**src/rtl/pfvs_pkg.sv**
```systemverilog
// Shared types and constants for the page frame victim selector.
package pfvs_pkg;

  localparam int KIND_W   = 2;
  localparam int FRAME_W  = 4;
  localparam int MASK_W   = 16;
  localparam int AGE_W    = 8;
  localparam int POLICY_W = 2;
  localparam int VICTIM_W = 4;

  typedef logic [KIND_W-1:0]   kind_t;
  typedef logic [POLICY_W-1:0] policy_t;
  typedef logic [AGE_W-1:0]    age_t;

  localparam kind_t KIND_SELECT = 2'd0;
  localparam kind_t KIND_AGE    = 2'd1;
  localparam kind_t KIND_FLAGS  = 2'd2;

  localparam policy_t POL_RANDOM = 2'd0;
  localparam policy_t POL_LRU    = 2'd1;
  localparam policy_t POL_FIFO   = 2'd2;

endpackage

```
**src/rtl/pfvs_ram.sv**
```systemverilog
// Generic single-write, single-read RAM with registered read data.
module pfvs_ram #(
  parameter int WIDTH = 8,
  parameter int DEPTH = 16
) (
  input  logic                     clk,
  input  logic                     we,
  input  logic [$clog2(DEPTH)-1:0] waddr,
  input  logic [WIDTH-1:0]         wdata,
  input  logic [$clog2(DEPTH)-1:0] raddr,
  output logic [WIDTH-1:0]         rdata
);

  logic [WIDTH-1:0] mem [DEPTH];

  always_ff @(posedge clk) begin
    if (we) begin
      mem[waddr] <= wdata;
    end
    rdata <= mem[raddr];
  end

endmodule

```
**src/rtl/page_frame_victim_select_top.sv**
```systemverilog
// Page frame victim selector: frame flags, aging counters and victim scan.
//
// A select or ageing-tick beat scans every frame in ST_SCAN: one frame is
// examined per cycle through the aging-counter RAM's single read port,
// then ST_DRAIN covers the registered RAM read and ST_DONE forms the
// result. busy is high through those states. A set-flags beat completes at the
// edge it is taken and leaves busy low. A select beat yields one result,
// shown on the out_ ports for exactly one cycle with out_valid high; it must
// be taken then, as there is no back-pressure. Aging counters read as zero
// until first written, so no clearing pass follows reset.
module page_frame_victim_select_top #(
  parameter int FRAME_COUNT = 16
) (
  input  logic                           clk,
  input  logic                           rst_n,
  input  logic                           start,
  output logic                           busy,
  input  logic [pfvs_pkg::KIND_W-1:0]    in_kind,
  input  logic [pfvs_pkg::FRAME_W-1:0]   in_frame,
  input  logic                           in_mapped,
  input  logic                           in_protected_bit,
  input  logic [pfvs_pkg::MASK_W-1:0]    in_ref_mask,
  input  logic [pfvs_pkg::MASK_W-1:0]    in_random_bits,
  input  logic                           cfg_we,
  input  logic [pfvs_pkg::POLICY_W-1:0]  cfg_wdata,
  output logic                           out_valid,
  output logic [pfvs_pkg::VICTIM_W-1:0]  out_victim,
  output logic                           out_victim_was_mapped,
  output logic                           out_out_of_memory
);

  import pfvs_pkg::*;

  localparam int IDXW = (FRAME_COUNT > 2) ? $clog2(FRAME_COUNT) : 1;
  localparam logic [IDXW-1:0] LAST_IDX = IDXW'(FRAME_COUNT - 1);

  localparam logic [1:0] ST_IDLE  = 2'd0;
  localparam logic [1:0] ST_SCAN  = 2'd1;
  localparam logic [1:0] ST_DRAIN = 2'd2;
  localparam logic [1:0] ST_DONE  = 2'd3;

  logic [1:0] state_r, state_nxt;
  logic [IDXW-1:0] cnt_r, cnt_nxt;
  logic proc_v_r, proc_v_nxt;
  logic [IDXW-1:0] proc_idx_r, proc_idx_nxt;

  kind_t   kind_r, kind_nxt;
  policy_t policy_r, policy_nxt;
  logic [MASK_W-1:0] ref_r, ref_nxt;
  logic [MASK_W-1:0] coin_r, coin_nxt;

  logic [FRAME_COUNT-1:0] map_r, map_nxt;
  logic [FRAME_COUNT-1:0] prot_r, prot_nxt;
  logic [FRAME_COUNT-1:0] age_vld_r, age_vld_nxt;
  logic [IDXW-1:0] fifo_ptr_r, fifo_ptr_nxt;

  // scan trackers
  logic free_hit_r, free_hit_nxt;
  logic [IDXW-1:0] free_idx_r, free_idx_nxt;
  logic seen_r, seen_nxt;
  logic [IDXW-1:0] last_idx_r, last_idx_nxt;
  logic rnd_hit_r, rnd_hit_nxt;
  logic [IDXW-1:0] rnd_idx_r, rnd_idx_nxt;
  logic [IDXW-1:0] lru_idx_r, lru_idx_nxt;
  age_t lru_val_r, lru_val_nxt;
  logic hi_hit_r, hi_hit_nxt;
  logic [IDXW-1:0] hi_idx_r, hi_idx_nxt;
  logic [IDXW-1:0] lo_idx_r, lo_idx_nxt;

  logic out_valid_r, out_valid_nxt;
  logic [VICTIM_W-1:0] out_victim_r, out_victim_nxt;
  logic out_mapped_r, out_mapped_nxt;
  logic out_oom_r, out_oom_nxt;

  logic [IDXW-1:0] ram_raddr;
  age_t ram_rdata;
  logic ram_we;
  age_t ram_wdata;

  logic accept;
  logic p_prot, p_map, p_ref, p_coin;
  logic [8:0] p_idx9;
  age_t p_age;
  logic found;
  logic [IDXW-1:0] pick;
  logic [8:0] pick9;

  assign busy   = (state_r != ST_IDLE);
  assign accept = start && !busy;

  pfvs_ram #(
    .WIDTH(AGE_W),
    .DEPTH(FRAME_COUNT)
  ) u_age_ram (
    .clk   (clk),
    .we    (ram_we),
    .waddr (proc_idx_r),
    .wdata (ram_wdata),
    .raddr (ram_raddr),
    .rdata (ram_rdata)
  );

  assign ram_raddr = cnt_r;

  always_comb begin
    p_idx9 = 9'(proc_idx_r);
    p_prot = prot_r[proc_idx_r];
    p_map  = map_r[proc_idx_r];
    p_ref  = (p_idx9 < 9'd16) ? ref_r[p_idx9[3:0]] : 1'b0;
    p_coin = (p_idx9 < 9'd16) ? coin_r[p_idx9[3:0]] : 1'b0;
    p_age  = age_vld_r[proc_idx_r] ? ram_rdata : '0;
  end

  assign ram_we    = proc_v_r && (kind_r == KIND_AGE) && p_map;
  assign ram_wdata = {p_ref, p_age[AGE_W-1:1]};

  // result selection from the trackers once the scan has finished
  always_comb begin
    found = 1'b0;
    pick  = '0;
    if (free_hit_r) begin
      found = 1'b1;
      pick  = free_idx_r;
    end else begin
      unique case (policy_r)
        POL_RANDOM: begin
          found = seen_r;
          pick  = rnd_hit_r ? rnd_idx_r : last_idx_r;
        end
        POL_LRU: begin
          found = seen_r;
          pick  = lru_idx_r;
        end
        POL_FIFO: begin
          found = seen_r;
          pick  = hi_hit_r ? hi_idx_r : lo_idx_r;
        end
        default: begin
          found = 1'b0;
          pick  = '0;
        end
      endcase
    end
    pick9 = 9'(pick);
  end

  always_comb begin
    state_nxt     = state_r;
    cnt_nxt       = cnt_r;
    proc_v_nxt    = 1'b0;
    proc_idx_nxt  = cnt_r;
    kind_nxt      = kind_r;
    policy_nxt    = policy_r;
    ref_nxt       = ref_r;
    coin_nxt      = coin_r;
    map_nxt       = map_r;
    prot_nxt      = prot_r;
    age_vld_nxt   = age_vld_r;
    fifo_ptr_nxt  = fifo_ptr_r;
    free_hit_nxt  = free_hit_r;
    free_idx_nxt  = free_idx_r;
    seen_nxt      = seen_r;
    last_idx_nxt  = last_idx_r;
    rnd_hit_nxt   = rnd_hit_r;
    rnd_idx_nxt   = rnd_idx_r;
    lru_idx_nxt   = lru_idx_r;
    lru_val_nxt   = lru_val_r;
    hi_hit_nxt    = hi_hit_r;
    hi_idx_nxt    = hi_idx_r;
    lo_idx_nxt    = lo_idx_r;
    out_valid_nxt = 1'b0;
    out_victim_nxt = out_victim_r;
    out_mapped_nxt = out_mapped_r;
    out_oom_nxt    = out_oom_r;

    if (cfg_we) begin
      policy_nxt = cfg_wdata;
    end

    // per-frame step of the scan, in the cycle after its RAM address
    if (proc_v_r) begin
      if (kind_r == KIND_AGE) begin
        if (p_map) begin
          age_vld_nxt[proc_idx_r] = 1'b1;
        end
      end else if (!p_prot) begin
        seen_nxt     = 1'b1;
        last_idx_nxt = proc_idx_r;
        if (!p_map && !free_hit_r) begin
          free_hit_nxt = 1'b1;
          free_idx_nxt = proc_idx_r;
        end
        if (p_coin && !rnd_hit_r) begin
          rnd_hit_nxt = 1'b1;
          rnd_idx_nxt = proc_idx_r;
        end
        // strict compare keeps the lowest index on a tie
        if (!seen_r || (p_age < lru_val_r)) begin
          lru_idx_nxt = proc_idx_r;
          lru_val_nxt = p_age;
        end
        if (!seen_r) begin
          lo_idx_nxt = proc_idx_r;
        end
        if (!hi_hit_r && (proc_idx_r > fifo_ptr_r)) begin
          hi_hit_nxt = 1'b1;
          hi_idx_nxt = proc_idx_r;
        end
      end
    end

    unique case (state_r)
      ST_IDLE: begin
        if (accept) begin
          kind_nxt     = in_kind;
          ref_nxt      = in_ref_mask;
          coin_nxt     = in_random_bits;
          cnt_nxt      = '0;
          free_hit_nxt = 1'b0;
          seen_nxt     = 1'b0;
          rnd_hit_nxt  = 1'b0;
          hi_hit_nxt   = 1'b0;
          if ((in_kind == KIND_SELECT) || (in_kind == KIND_AGE)) begin
            state_nxt = ST_SCAN;
          end else if (in_kind == KIND_FLAGS) begin
            if (9'(in_frame) < 9'(FRAME_COUNT)) begin
              for (int i = 0; i < FRAME_COUNT; i++) begin
                if (9'(i) == 9'(in_frame)) begin
                  map_nxt[i]  = in_mapped;
                  prot_nxt[i] = in_protected_bit;
                end
              end
            end
          end
        end
      end
      ST_SCAN: begin
        proc_v_nxt   = 1'b1;
        proc_idx_nxt = cnt_r;
        if (cnt_r == LAST_IDX) begin
          state_nxt = ST_DRAIN;
        end else begin
          cnt_nxt = cnt_r + 1'b1;
        end
      end
      ST_DRAIN: begin
        state_nxt = ST_DONE;
      end
      ST_DONE: begin
        state_nxt = ST_IDLE;
        if (kind_r == KIND_SELECT) begin
          out_valid_nxt = 1'b1;
          if (found) begin
            out_victim_nxt = pick9[VICTIM_W-1:0];
            out_mapped_nxt = map_r[pick];
            out_oom_nxt    = 1'b0;
            if (!free_hit_r && (policy_r == POL_FIFO)) begin
              fifo_ptr_nxt = pick;
            end
          end else begin
            out_victim_nxt = '0;
            out_mapped_nxt = 1'b0;
            out_oom_nxt    = 1'b1;
          end
        end
      end
      default: begin
        state_nxt = ST_IDLE;
      end
    endcase
  end

  always_ff @(posedge clk) begin
    if (!rst_n) begin
      state_r     <= ST_IDLE;
      cnt_r       <= '0;
      proc_v_r    <= 1'b0;
      policy_r    <= POL_RANDOM;
      map_r       <= '0;
      prot_r      <= '0;
      age_vld_r   <= '0;
      fifo_ptr_r  <= '0;
      out_valid_r <= 1'b0;
    end else begin
      state_r     <= state_nxt;
      cnt_r       <= cnt_nxt;
      proc_v_r    <= proc_v_nxt;
      policy_r    <= policy_nxt;
      map_r       <= map_nxt;
      prot_r      <= prot_nxt;
      age_vld_r   <= age_vld_nxt;
      fifo_ptr_r  <= fifo_ptr_nxt;
      out_valid_r <= out_valid_nxt;
    end
  end

  always_ff @(posedge clk) begin
    proc_idx_r   <= proc_idx_nxt;
    kind_r       <= kind_nxt;
    ref_r        <= ref_nxt;
    coin_r       <= coin_nxt;
    free_hit_r   <= free_hit_nxt;
    free_idx_r   <= free_idx_nxt;
    seen_r       <= seen_nxt;
    last_idx_r   <= last_idx_nxt;
    rnd_hit_r    <= rnd_hit_nxt;
    rnd_idx_r    <= rnd_idx_nxt;
    lru_idx_r    <= lru_idx_nxt;
    lru_val_r    <= lru_val_nxt;
    hi_hit_r     <= hi_hit_nxt;
    hi_idx_r     <= hi_idx_nxt;
    lo_idx_r     <= lo_idx_nxt;
    out_victim_r <= out_victim_nxt;
    out_mapped_r <= out_mapped_nxt;
    out_oom_r    <= out_oom_nxt;
  end

  assign out_valid             = out_valid_r;
  assign out_victim            = out_victim_r;
  assign out_victim_was_mapped = out_mapped_r;
  assign out_out_of_memory     = out_oom_r;

endmodule

```
**config.mk**
```make
export PLATFORM = sky130hd
export DESIGN_NAME = page_frame_victim_select_top
export DESIGN_NICKNAME = d
export VERILOG_FILES = /design/src/rtl/pfvs_pkg.sv /design/src/rtl/pfvs_ram.sv /design/src/rtl/page_frame_victim_select_top.sv
export SDC_FILE = /design/constraint.sdc
export NUM_CORES = 1
export LEC_CHECK = 0
export BUFFER_PORTS_ARGS = -buffer_cell sky130_fd_sc_hd__buf_4
export CORE_MARGIN = 8
export CORE_UTILIZATION = 35
export CTS_BUF_LIST = sky130_fd_sc_hd__clkbuf_4 sky130_fd_sc_hd__clkbuf_8 sky130_fd_sc_hd__clkbuf_16
export CTS_CLUSTER_SIZE = 28
export DETAILED_ROUTE_END_ITERATION = 8
export HOLD_SLACK_MARGIN = 0.06
export PLACE_DENSITY = 0.5
export SYNTH_ARGS = -nofsm -noshare
export SYNTH_HDL_FRONTEND = slang
export SYNTH_HIERARCHICAL = 1
export SYNTH_SLANG_ARGS = --single-unit
```
**constraint.sdc**
```tcl
create_clock -name clk -period 4.95 [get_ports clk]
set_clock_uncertainty 0.05 [all_clocks]
set_input_delay 0.495 -clock clk [delete_from_list [all_inputs] [get_ports clk]]
set_output_delay 0.495 -clock clk [all_outputs]
set_load 0.005 [all_outputs]
```
==> impl_metrics.toml <==
[pwr]
peakVddDrop_mv = 0.251
powerDensity_nw_per_um2 = 414
intPower_uw = 4350
swShare_pct = 24.0
clkPwrFrac_pct = 40.1
p_switching_uw = 1370
power_frac_comb_pct = 12.2
p_leak_uw = 0.00496
p_seq_share_pct = 47.7

[critical_path]
startpoint_type = "flip-flop"
cp_cell_sequence = "mux4_1 > mux4_2 > and2_1 > ha_1 > a21oi_1 > nor2b_1 > o21ai_0 > o21ai_0 > a211oi_2 > buf_4"
regToRegStartpoint = "proc_idx_r[0]$_DFF_P_"
path_common_cell = "o21ai_0"
path_max_fanout = 18
r2r-end = "lru_val_r[5]$_DFFE_PP_"
path_buf_inv = 1
cpLargestDelayFamily = "multiplexers"
crit_path_max_incr_delay_ps = 600
slowest_stage = "mux4_1"
crit_type = "flip-flop to flip-flop"
rr_worst_depth = 10
end_kind = "flip-flop"
rrSetupSlack_ps = 900
crit_arrival_ps = 4270
worstPathRequired_ps = 5170

[die]
die_y_um = 198
initial_core_util_pct = 35.5
rows = 66
die_w_um = 198
io-pin-count = 54
die_area_um2 = 39200
core-area_um2 = 32600

[logic_synthesis]
yosysWarningCount = 6
synth.cell_area_um2 = 11600
synth_edf_count = 200
synthDistinctLibCells = 56
synth_nets = 826
syn_avg_cell_area_um2 = 15.2
synth_ff_type = "edfxtp_1"
ys_seq_area_share_pct = 65.3
ys_async_sr_fraction_pct = 0
synthCells = 764
ys_ff_latch = 278

[sta]
fmax_ghz = 0.247
worst_pin_slew_ps = 1050
final_max_slew_viol_count = 0
fin_crit_sh_pct = 81.8
slew_headroom_pct = 30.1
setup_viol = 0
whs_ps = 106
rsz0062_at_grt = "no"
hold_viol_final = 0
finalWorstSetupSlack_ps = 902
fin_crit_ps = 4050
fin_setup_tns_ps = 0

[cts]
cts_tree = "done"
clk_pin_slew_ps = 60
post_cts_buffers = 0
htree_num_levels = 1
root_buffer = "clkbuf_16"
cts_buffer_depth = 3
clk_latency_ps = 560
cts_made_buffers = 30
cts_num_sinks = 278

[placement]
place_congestion = 0.718
hpwlAfterDp_um = 16400
place_ws_ps = 878
dpl_cell_area_um2 = 12500
io_buffers = 53

[routing]
via_count = 6500
drcViolationCount = 0
routedWlPerCell_um = 19.5
via_per_inst = 4.90
drt-total-wl_um = 25800
drtPass1Iterations = 4
ant_nets = 0
drt-initial-drc-count = 333

[finish]
drive_gt1_share_pct = 20.2
layout.nets = 922
seqCellArea_um2 = 7570
multiInputGateArea_um2 = 3720
fin_area_um2 = 13800
area_growth_pct = 19.4
nFillCells = 2967
antennaDiodeCount = 0

[run]
drv_cap = 0

[grt]
antenna_found_initial = 0
grt_pass1_wl_um = 40200
grt-ovfl-total = 0
grt_max_degree = 62
track_usage_pct = 13.3
grt_pass1_vias = 6863

[min_path]
hold-path-endpoint = "kind_r[0]$_DFFE_PP_"
hold_class = "primary input to flip-flop"
holdCritStartpoint = "in_kind[0]"
min_path_cells = 1

[outcome]
outcome = "completed"
-- logic make-up (layout without fill, tap and decap cells) --
group                    after synthesis  after routing  synth area share (%)
buffers and inverters                 60            180                  2.81
multiplexers                          94             94                  14.8
flip-flops                           278            278                  65.3
AND/OR/NAND/NOR                      215            215                  9.56
XOR/XNOR                               2              2                 0.151
adder cells (fa/ha/maj)               16             16                  1.73
AO/OA/AOI/OAI                         99             99                  5.66
-- flip-flops by register name, summed over array words and instances, names as in the netlist, 8 cells and up --
| register | cells |
|---|---|
| prot_r | 16 |
| coin_r | 16 |
| lru_val_r | 8 |
| ref_r | 16 |
| age_vld_r | 16 |
| u_age_ram/rdata | 8 |
| u_age_ram/mem | 128 |
| map_r | 16 |
-- synth_stat cells, types with 5 or more instances --
master	count	area share, %
edfxtp_1	200	52
dfxtp_1	78	13
nand2_1	49	1.6
nor2_1	48	1.6
nor2b_1	40	2.2
mux4_2	34	6.6
mux2i_1	31	2.7
a21boi_0	23	1.5
nand3_1	23	0.99
a21oi_1	22	0.95
inv_1	22	0.71
mux4_1	21	4.8
clkbuf_1	19	0.62
o21ai_0	17	0.73
a22oi_1	16	1.0
and2_1	16	0.86
ha_1	16	1.7
nand2b_1	8	0.43
buf_6	6	0.58
mux2_2	6	0.58
a31oi_1	5	0.27
nor3_1	5	0.22
-- through the flow --
stage / instances / util, % / power, µW
2_1_floorplan: 764 / - / 3260
3_3_place_gp: 1238 / 38.2 / 3480
3_5_place_dp: 1238 / 38.2 / 3470
4_1_cts: 1326 / 42.4 / 5800
5_1_grt: 1326 / 42.4 / 5950
6_report: 1326 / 42.4 / 5720
-- repair_timing --
item / 4_1_cts / 5_1_grt
resized for setup: 0 / 0
hold endpoints to repair: 32 / 0
hold buffers: 32 / 0
-- cells in the final DEF (no fill, tap or decap), types with 3 or more instances in the layout --
master,n
nor3_2,3
and2_1,16
and3_1,3
nor2b_1,40
a21boi_0,23
mux4_2,34
inv_1,22
ha_1,16
o21ai_0,17
a211oi_2,3
a31oi_1,5
mux2_2,6
clkinv_2,5
dfxtp_1,75
mux2i_1,31
nand3_1,23
a21oi_1,22
buf_4,70
nand2b_1,8
clkbuf_4,6
mux4_1,21
dfxtp_2,3
or3_1,3
o21a_1,3
edfxtp_1,200
clkbuf_8,9
nand2_1,49
clkbuf_16,32
nor2_1,48
a22oi_1,16
dlygate4sd3_1,32
-- worst max-delay path by stage --
stage	from	to	slack [ps]	cells after the start
global route	proc_idx_r[0]$_DFF_P_	lru_val_r[4]$_DFFE_PP_	640	10
CTS	proc_idx_r[0]$_DFF_P_	lru_val_r[4]$_DFFE_PP_	860	10
floorplan	proc_idx_r[0]$_DFF_P_	lru_idx_r[0]$_DFFE_PP_	620	11
global placement	proc_idx_r[0]$_DFF_P_	lru_val_r[3]$_DFFE_PP_	880	10
finish	proc_idx_r[0]$_DFF_P_	lru_val_r[5]$_DFFE_PP_	900	10
detailed placement	proc_idx_r[0]$_DFF_P_	lru_val_r[2]$_DFFE_PP_	880	10
-- power by group through the flow --
stage	sequential, µW	clock, µW	combinational [µW]
after floorplan	2730	0	528
after global placement	2780	0	697
after detailed placement	2780	0	693
after CTS	2730	2350	716
after global routing	2750	2440	771
final	2730	2300	699
-- routing by layer --
layer	global-route usage, %	up-vias	share of wire (%)
met5	0	-	0
li1	-	3104	-
met2	22.9	104	49
met1	17.3	3254	46
met4	3.26	0	2.0
met3	2.04	38	3.0
-- cell type report --
| type | instances | share of cell area, % |
|---|---|---|
| Tap cell | 442 | 4.00 |
| Timing Repair Buffer | 102 | 6.11 |
| Clock inverter | 9 | 0.687 |
| Sequential cell | 278 | 54.7 |
| Inverter | 22 | 0.597 |
| Multi-Input combinational cell | 426 | 26.9 |
| Clock buffer | 47 | 7.01 |
Note: power is estimated with default switching activity, not from simulation.
